<file path="src/hw/rtl/res_pkg.sv">
package res_pkg;

   localparam int MAX_RECORDS = 64;
   localparam int KEY_BITS    = 16;
   localparam int TAG_BITS    = 6;
   localparam int IDX_BITS    = $clog2(MAX_RECORDS);
   localparam int CNT_BITS    = $clog2(MAX_RECORDS + 1);

   typedef struct packed {
      logic [KEY_BITS-1:0] sort_key;
      logic [TAG_BITS-1:0] record_tag;
      logic                batch_end;
   } req_word_type;

   typedef struct packed {
      logic [KEY_BITS-1:0] sorted_key;
      logic [TAG_BITS-1:0] sorted_tag;
      logic                run_end;
   } rsp_word_type;

   typedef struct packed {
      logic [KEY_BITS-1:0] key;
      logic [TAG_BITS-1:0] tag;
   } rec_type;

   typedef enum logic [2:0] {
      ST_LOAD,
      ST_FETCH_I,
      ST_LATCH_I,
      ST_FETCH_J,
      ST_CMP,
      ST_OUT_RD,
      ST_OUT_LD,
      ST_OUT_HOLD
   } state_type;

endpackage

</file>
<file path="src/hw/rtl/record_exchange_sorter.sv">
// channel   | direction | word          | handshake
// req_      | in        | req_word_type | req_valid / req_ready
// rsp_      | out       | rsp_word_type | rsp_valid / rsp_ready
//
// loading takes one cycle per word while req_ready is high; records past 64 are dropped
// sort over n records: each outer pass latches record i, then fetches and compares
// each later record on the single ram port pair, writing the smaller key back at i
// each sorted word then passes through the ram read and output register
// synchronous reset clears the sequencer, count and rsp_valid; the ram is not cleared
// req_ready is low from the closing word until the last sorted word is taken;
// rsp_ready low holds the output word
module record_exchange_sorter (
   input  logic                  clock,
   input  logic                  reset,
   input  logic                  req_valid,
   output logic                  req_ready,
   input  res_pkg::req_word_type req_data,
   output logic                  rsp_valid,
   input  logic                  rsp_ready,
   output res_pkg::rsp_word_type rsp_data
);
   import res_pkg::*;

   state_type             state_ff, state_in;
   logic [CNT_BITS-1:0]   count_ff, count_in;
   logic [CNT_BITS-1:0]   n_ff, n_in;
   logic [IDX_BITS-1:0]   i_ff, i_in;
   logic [CNT_BITS-1:0]   j_ff, j_in;
   logic [IDX_BITS-1:0]   k_ff, k_in;
   rec_type               cur_ff, cur_in;
   logic                  rsp_valid_ff, rsp_valid_in;
   rsp_word_type          rsp_data_ff, rsp_data_in;

   logic                  wr_en;
   logic [IDX_BITS-1:0]   wr_addr;
   rec_type               wr_data;
   logic [IDX_BITS-1:0]   rd_addr;
   rec_type               rd_data;

   logic                  req_take;
   logic                  full;
   logic [CNT_BITS-1:0]   cnt_now;
   logic                  j_done;
   logic                  pass_last;

   assign req_take  = (state_ff == ST_LOAD) && req_valid;
   assign full      = (count_ff == CNT_BITS'(MAX_RECORDS));
   assign cnt_now   = full ? count_ff : count_ff + CNT_BITS'(1);
   assign j_done    = (j_ff == n_ff);
   assign pass_last = (CNT_BITS'(i_ff) + CNT_BITS'(2) == n_ff);

   res_ram u_ram (
      .clock   (clock),
      .wr_en   (wr_en),
      .wr_addr (wr_addr),
      .wr_data (wr_data),
      .rd_addr (rd_addr),
      .rd_data (rd_data)
   );

   // next state
   always_comb begin
      state_in = state_ff;
      case (state_ff)
         ST_LOAD: begin
            if (req_take && req_data.batch_end) begin
               state_in = (cnt_now == CNT_BITS'(1)) ? ST_OUT_RD : ST_FETCH_I;
            end
         end
         ST_FETCH_I: state_in = ST_LATCH_I;
         ST_LATCH_I: state_in = ST_FETCH_J;
         ST_FETCH_J: begin
            if (j_done) begin
               state_in = pass_last ? ST_OUT_RD : ST_FETCH_I;
            end else begin
               state_in = ST_CMP;
            end
         end
         ST_CMP:    state_in = ST_FETCH_J;
         ST_OUT_RD: state_in = ST_OUT_LD;
         ST_OUT_LD: state_in = ST_OUT_HOLD;
         ST_OUT_HOLD: begin
            if (rsp_ready) begin
               state_in = rsp_data_ff.run_end ? ST_LOAD : ST_OUT_RD;
            end
         end
         default: state_in = ST_LOAD;
      endcase
   end

   // datapath and ram control
   always_comb begin
      count_in     = count_ff;
      n_in         = n_ff;
      i_in         = i_ff;
      j_in         = j_ff;
      k_in         = k_ff;
      cur_in       = cur_ff;
      rsp_valid_in = rsp_valid_ff;
      rsp_data_in  = rsp_data_ff;
      wr_en        = 1'b0;
      wr_addr      = i_ff;
      wr_data      = cur_ff;
      rd_addr      = i_ff;
      case (state_ff)
         ST_LOAD: begin
            if (req_take) begin
               if (!full) begin
                  wr_en    = 1'b1;
                  wr_addr  = count_ff[IDX_BITS-1:0];
                  wr_data  = '{key: req_data.sort_key, tag: req_data.record_tag};
                  count_in = cnt_now;
               end
               if (req_data.batch_end) begin
                  n_in     = cnt_now;
                  count_in = '0;
                  i_in     = '0;
                  k_in     = '0;
               end
            end
         end
         ST_FETCH_I: rd_addr = i_ff;
         ST_LATCH_I: begin
            cur_in = rd_data;
            j_in   = CNT_BITS'(i_ff) + CNT_BITS'(1);
         end
         ST_FETCH_J: begin
            if (j_done) begin
               wr_en   = 1'b1;
               wr_addr = i_ff;
               wr_data = cur_ff;
               i_in    = i_ff + IDX_BITS'(1);
            end else begin
               rd_addr = j_ff[IDX_BITS-1:0];
            end
         end
         ST_CMP: begin
            if (cur_ff.key > rd_data.key) begin
               wr_en   = 1'b1;
               wr_addr = j_ff[IDX_BITS-1:0];
               wr_data = cur_ff;
               cur_in  = rd_data;
            end
            j_in = j_ff + CNT_BITS'(1);
         end
         ST_OUT_RD: rd_addr = k_ff;
         ST_OUT_LD: begin
            rsp_valid_in = 1'b1;
            rsp_data_in  = '{sorted_key: rd_data.key,
                             sorted_tag: rd_data.tag,
                             run_end:    (CNT_BITS'(k_ff) + CNT_BITS'(1) == n_ff)};
         end
         ST_OUT_HOLD: begin
            if (rsp_ready) begin
               rsp_valid_in = 1'b0;
               k_in         = k_ff + IDX_BITS'(1);
            end
         end
         default: ;
      endcase
   end

   always_ff @(posedge clock) begin
      if (reset) begin
         state_ff     <= ST_LOAD;
         count_ff     <= '0;
         rsp_valid_ff <= 1'b0;
      end else begin
         state_ff     <= state_in;
         count_ff     <= count_in;
         rsp_valid_ff <= rsp_valid_in;
      end
   end

   always_ff @(posedge clock) begin
      n_ff        <= n_in;
      i_ff        <= i_in;
      j_ff        <= j_in;
      k_ff        <= k_in;
      cur_ff      <= cur_in;
      rsp_data_ff <= rsp_data_in;
   end

   assign req_ready = (state_ff == ST_LOAD);
   assign rsp_valid = rsp_valid_ff;
   assign rsp_data  = rsp_data_ff;

endmodule

</file>
<file path="src/hw/rtl/res_ram.sv">
module res_ram (
   input  logic                         clock,
   input  logic                         wr_en,
   input  logic [res_pkg::IDX_BITS-1:0] wr_addr,
   input  res_pkg::rec_type             wr_data,
   input  logic [res_pkg::IDX_BITS-1:0] rd_addr,
   output res_pkg::rec_type             rd_data
);
   import res_pkg::*;

   rec_type mem [MAX_RECORDS];
   rec_type rd_data_ff;

   always_ff @(posedge clock) begin
      if (wr_en) begin
         mem[wr_addr] <= wr_data;
      end
      rd_data_ff <= mem[rd_addr];
   end

   assign rd_data = rd_data_ff;

endmodule

</file>
<file path="config.mk">
export PLATFORM = sky130hd
export DESIGN_NAME = record_exchange_sorter
export DESIGN_NICKNAME = d
export VERILOG_FILES = /design/src/hw/rtl/res_pkg.sv /design/src/hw/rtl/record_exchange_sorter.sv /design/src/hw/rtl/res_ram.sv
export SDC_FILE = /design/constraint.sdc
export NUM_CORES = 2
export LEC_CHECK = 0
export ABC_AREA = 1
export BUFFER_PORTS_ARGS = -buffer_cell sky130_fd_sc_hd__buf_2
export CAP_MARGIN = 15
export CELL_PAD_IN_SITES_DETAIL_PLACEMENT = 1
export CELL_PAD_IN_SITES_GLOBAL_PLACEMENT = 1
export CORE_ASPECT_RATIO = 0.9
export CORE_UTILIZATION = 30
export CTS_CLUSTER_SIZE = 14
export DETAILED_ROUTE_END_ITERATION = 10
export GPL_TIMING_DRIVEN = 0
export PLACE_DENSITY = 0.54
export RECOVER_POWER = 50
export SYNTH_ARGS = -nofsm -noshare
export SYNTH_HDL_FRONTEND = slang
export SYNTH_SLANG_ARGS = --single-unit
</file>
<file path="constraint.sdc">
create_clock -name clock -period 4.2 [get_ports clock]
set_clock_uncertainty 0.05 [all_clocks]
set_input_delay 0.21 -clock clock [delete_from_list [all_inputs] [get_ports clock]]
set_output_delay 0.21 -clock clock [all_outputs]
set_load 0.1 [all_outputs]
</file>
After elaboration in Yosys (flattened, before gate mapping)
Memory sizes are Yosys's and may differ from the RTL's. A register that Yosys moved wholly into a read port is not among the register bits.
Index checks and enable logic that the tools add are counted.
{ "classes": {"add_sub_neg": 7, "multipliers": 0, "div": 0, "magnitude_cmp": 1, "n_eq_ne": 19, "shift": 0, "muxes": 37, "bitwise": 0, "reduce_logical": 15} }
{ "op_table": {"columns": ["operator", "n"], "rows": [
  ["two-way mux 22 bit", 4],
  ["two-way mux 6 bit", 8],
  ["case mux 6 bit (2 select lines)", 4],
  ["case mux 22 bit (2 select lines)", 1],
  ["equality test 7 bit", 3],
  ["two-way mux 7 bit", 3],
  ["case mux 3 bit (7 select lines)", 1],
  ["two-way mux 3 bit", 6],
  ["greater-than comparator 16 bit", 1],
  ["adder 6 x 1 -> 7 bit (second input constant)", 2],
  ["adder 7 x 1 -> 7 bit (second input constant)", 2],
  ["case mux 7 bit (2 select lines)", 1],
  ["adder 6 x 1 -> 6 bit (second input constant)", 2],
  ["equality test 3 bit (second input constant)", 4],
  ["!= test 2 bit (second input constant)", 4],
  ["AND reduction 4 bit", 2],
  ["nonzero test 2 bit", 4],
  ["adder 6 x 2 -> 7 bit (second input constant)", 1],
  ["equality test 7 x 1 -> 1 bit (second input constant)", 1],
  ["equality test 7 bit (second input constant)", 1],
  ["two-way mux 1 bit", 7],
  ["equality test 3 x 2 -> 1 bit (second input constant)", 2],
  ["!= test 2 x 1 -> 1 bit (second input constant)", 3],
  ["AND reduction 2 bit", 3],
  ["other kinds (7)", 9]
]} }
{ "word_totals": {"register_bits": 82, "latchBits": 0, "mem_bits_rw": 1408, "romBits": 0, "inputBits": 27, "output_inout_bits": 25, "elab_cells": 92, "n_memories": 1} }
{ "memory_table": {"columns": ["memory", "depth", "width", "rd", "rd_ports_with_merged_regs", "wr", "line", "source"], "rows": [
  ["u_ram.mem", 64, 22, 1, 1, 1, "res_ram.sv:11", "rec_type mem [MAX_RECORDS];"]
]} }

Longest topological paths before layout
{ "depth": {"word_depth": 6, "depth_mapped": 20, "mapped_depth_nobuf": 17} }

By module
Synthesis repeated with hierarchy kept, for this count alone.
{ "hier_totals": {"hier_cells": 5368, "area_unflattened_um2": 61990.7} }
{ "by_module_without_submodules": {"columns": ["mod", "instances", "cells_per_inst", "area_per_inst_um2"], "rows": [
  ["res_ram", 1, 4800, 57213.6],
  ["record_exchange_sorter", 1, 568, 4777.1]
]} }

Least setup slack after synthesis
OpenSTA, ideal clock, no wires.
{ "synth_timing": {"path_type": "register -> register", "start": "register count_ff[0]", "end": "memory u_ram.mem[0][6] (netlist name), data pin", "setup_ps": 702, "arrival_ps": 3719, "required_ps": 3448, "slack_ps": -271, "path_stages_with_launch": 10, "period_less_slack_ps": 4471, "path_cell_list": "dfxtp_1 > inv_1 > ha_1 > nand2_1 > nor3_1 > nand3_1 > nand2_1 > inv_1 > buf_4 > o21ai_0"} }
{ "synth_lines": {"columns": ["item", "line", "source"], "rows": [
  ["start: declaration", "record_exchange_sorter.sv:25", "logic [CNT_BITS-1:0] count_ff, count_in;"],
  ["start signal: assignment", "record_exchange_sorter.sv:170", "count_ff <= count_in;"],
  ["end: declaration", "res_ram.sv:11", null]
]} }

Final worst setup path
{ "layout_timing": {"start": "register state_ff[1]", "end": "register u_ram.rd_data[4] (netlist name)"} }
{ "layout_via": {"elab_chain_cells": 2, "word_cells_on_any_way": 3, "cone_classes": "2 x eq/ne; 1 x mux"} }
{ "layout_rtl": {"columns": ["item", "line", "source"], "rows": [
  ["start: declaration", "record_exchange_sorter.sv:24", "state_type state_ff, state_in;"],
  ["start signal: assignment", "record_exchange_sorter.sv:169", "state_ff <= state_in;"],
  ["equality test 3 bit / equality test 3 x 2 -> 1 bit (equally long branches)", "record_exchange_sorter.sv:105", "case (state_ff)"],
  ["case mux 6 bit (2 select lines) *", "record_exchange_sorter.sv:105", null]
]} }
Every way passes the cells marked *; elsewhere a longest branch is shown, timed or not.
A chain may end at the register's enable or synchronous reset.

==> impl_metrics.ini <==
[global_routing]
grt_pass1_vias = 48079
antenna_found_initial = 25
grt_first_pass_wirelength_um = 361000
grt-ovfl-total = 0
grt_usage_pct = 23.1
grt_max_degree = 65

[outcome]
status = finished with violations
violations = design-rule violations, max-capacitance violations, max-slew violations, negative setup slack

[detailed_routing]
drtAntennaViolNets = 0
vias = 48279
first_pass_iters = 5
wl_per_cell_um = 27.1
viasPerCell = 5.10
drtIter0Drc = 5081
wl_um = 257000
drc = 1

[synthesis]
syn_inst = 6002
yosys_register_bits = 1512
synth_area_leaders = edfxtp_1 68%, nand3_1 11%, nand2_1 11%
synth_fp_nets = 6051
yosysSeqAreaShare_pct = 69.1
ys_warn_count = 0
syn_avg_cell_area_sq_um = 10.9
yosysTopAreaCell = edfxtp_1
synth_cell_type_count = 34
synth_area_sq_um = 65200
netlist.area_leader.share_pct = 68.1

[timing]
fin_crit_sh_pct = 101
clock.fmax_ghz = 0.236
tightest_slew_ns = 2.63
rsz0062_at_grt = true
relSlewSlack_pct = -76.0
finalSetupViolations = 2
fin_crit_ns = 4.24
hold_violations = 0
timing.final.ws_setup_ns = -0.0446
timing.final.max_slew_violations = 182

[power]
irDropWorstVdd_v = 0.000439
power_leakage_nw = 29.9
clkPwrFrac_pct = 23.4
combPwrFrac_pct = 44.5
net-switching-power_mw = 28.5
switching_share_pct = 45.0
powerDensity_nw_per_um2 = 809
seq_power_share_pct = 32.2
internal_power_mw = 34.9

[clock_network]
cts_root_buf = clkbuf_16
cts_sinks = 1512
clk_pin_slew_ns = 0.06
cts_buffers = 175
cts_tree = built
cts.htree.levels = 4
insertion_delay_ns = 0.81
clock_path_buffers = 3

[die]
die_w_um = 494
dieArea_sq_um = 219000
boundaryPins = 52
core_area_sq_um = 216000
fp-row-count = 162
start_util_pct = 30.2
die_height_um = 444

[placed_design]
numPortBuffers = 50
placed_area_sq_um = 71000
hpwl_um = 175000
place_ws_ns = -1.61
gp_congestion = 0.958

[setup_path]
endpoint_kind = flip-flop
critical_path_class = flip-flop to flip-flop
path_max_fanout = 10
start_kind = flip-flop
crit_required_ns = 4.80
worstPathArrival_ns = 4.84

[flow_run]
cap_violations = 7

[final_layout]
nets = 6487
area_delta_synth_final_pct = 20.2
finalInstanceArea_sq_um = 78500
layout-drive-gt1-share_pct = 13.3

[worst_hold_path]
hold_class = primary input to flip-flop
## repair_timing
item                                     CTS  global route
hold endpoints to repair                  55             0
buffers inserted                          80            26
hold buffers                              11             0
endpoints found under the setup margin  1430          1238
pin swaps                                 53            11
resized for setup                        168           101
cloned                                    14             0
## power by group through the flow
stage / clock, mW / combinational, mW / sequential, mW
CTS: 15.1 / 27.9 / 20.3
detailed placement: 0 / 26.7 / 20.6
global placement: 0 / 25.0 / 21.3
global route: 15.6 / 29.7 / 20.5
floorplan: 0 / 12.8 / 20.8
finish: 14.8 / 28.2 / 20.4
## metrics by stage
step,TNS [ns],hold WS (ns),power [mW],instances,util [%]
detailed placement,-1729.33,0.376,47.3,9000,32.8
finish,-0.0787,0.176,63.4,9465,36.3
global placement,-5248.74,0.374,46.4,8922,31.9
floorplan,0,0.354,33.6,6002,-
global route,-0.579,0.174,65.8,9450,36.3
CTS,-0.364,0.0588,63.3,9421,36.2
## cells in the mapped netlist
cell type,number
nand2_1,1846
edfxtp_1,1479
nand3_1,1450
inv_1,347
buf_2,213
nand3b_1,178
clkbuf_1,150
nor2_1,126
dfxtp_1,33
a21oi_1,27
o21ai_0,26
ha_1,22
xor2_1,21
buf_1,20
buf_4,11
inv_2,7
nand4_1,6
nor3_1,6
xnor2_1,5
o211ai_1,4
a211oi_1,3
a22oi_1,3
a31oi_1,3
nor4_1,3
nor2_2,2
o21a_1,2
o21ai_2,2
clkinv_1,1
nand3_2,1
nor2_4,1
nor3_2,1
o21bai_1,1
o21bai_4,1
o41ai_1,1
## path summary, 6_finish.rpt
check	cells past startpoint	start	endpoint	slack [ns]
worst min register to register	0	u_ram.rd_data[3]$_DFF_P_	cur_ff[3]$_DFFE_PP_	0.39
worst max register to register	15	state_ff[1]$_SDFFE_PP0P_	u_ram.rd_data[4]$_DFF_P_	-0.04
worst min-delay path	3	req_data[9]	u_ram.mem[28][8]$_DFFE_PP_	0.18
worst max-delay path	15	state_ff[1]$_SDFFE_PP0P_	u_ram.rd_data[4]$_DFF_P_	-0.04
## flip-flops by register name, indices dropped and copies added (netlist names)
register and count:
count_ff 7, u_ram.mem 1408, rsp_valid 1, j_ff 7, k_ff 6, n_ff 7, u_ram.rd_data 22, i_ff 6
cur_ff 22, rsp_data 23, state_ff 3
## critical path, cell delays in order, from the launching register on
cell	delay, ns
dfxtp_1	0.42
nand2_1	0.15
nor2_4	0.26
inv_2	0.13
o21bai_4	0.26
nand3_2	0.15
buf_4	0.32
clkbuf_4	0.44
buf_2	0.42
nand3b_1	0.12
nand3_1	0.09
nand3_1	0.12
nand3_1	0.19
nand3_1	0.38
nand3_1	0.32
nand2_1	0.18
## final cells by class
type | instances | area (sq um)
clock buffer | 224 | 4690
antenna | 18 | 45.0
buffer | 394 | 1960
sequential | 1512 | 45100
inverter | 355 | 1340
tap | 2870 | 3590
timing repair buffer | 245 | 2890
fill | 23498 | 138000
clock inverter | 92 | 747
multi-input combinational | 3755 | 18100
## cells by family after synthesis
| group | Yosys count | synth area share, % |
|---|---|---|
| AOI/OAI and AO/OA | 73 | 0.654 |
| xor gates and xnor gates | 26 | 0.349 |
| adders and majority gates | 22 | 0.422 |
| buffers and inverters | 749 | 4.78 |
| DFF | 1512 | 69.1 |
| and+or+nand+nor | 3620 | 24.7 |
## metal layers
metal / up-vias / GRT usage (%) / wire [um]
met1: 24719 / 33.5 / 119000
met4: 0 / 6.91 / 7500
li1: 21715 / - / -
met5: - / 0 / 0
met2: 1515 / 35.6 / 114000
met3: 330 / 3.43 / 16000
## layout by cell type, fill, tap and decap left out, types with 15 or more instances in the layout
master / instances
clkbuf_4: 15
clkinv_1: 42
buf_12: 36
ha_1: 22
a21oi_1: 26
clkbuf_1: 171
clkbuf_16: 179
dfxtp_1: 31
clkinv_2: 29
nor2_4: 81
o21ai_0: 22
clkbuf_2: 48
diode_2: 18
inv_1: 346
nand3_1: 1421
nand3b_1: 178
buf_16: 20
nand3_2: 22
nand2_1: 1823
xor2_1: 21
buf_4: 103
edfxtp_1: 1479
nor2_1: 57
buf_2: 210
buf_8: 43
Note: power is estimated with default switching activity, not from simulation.
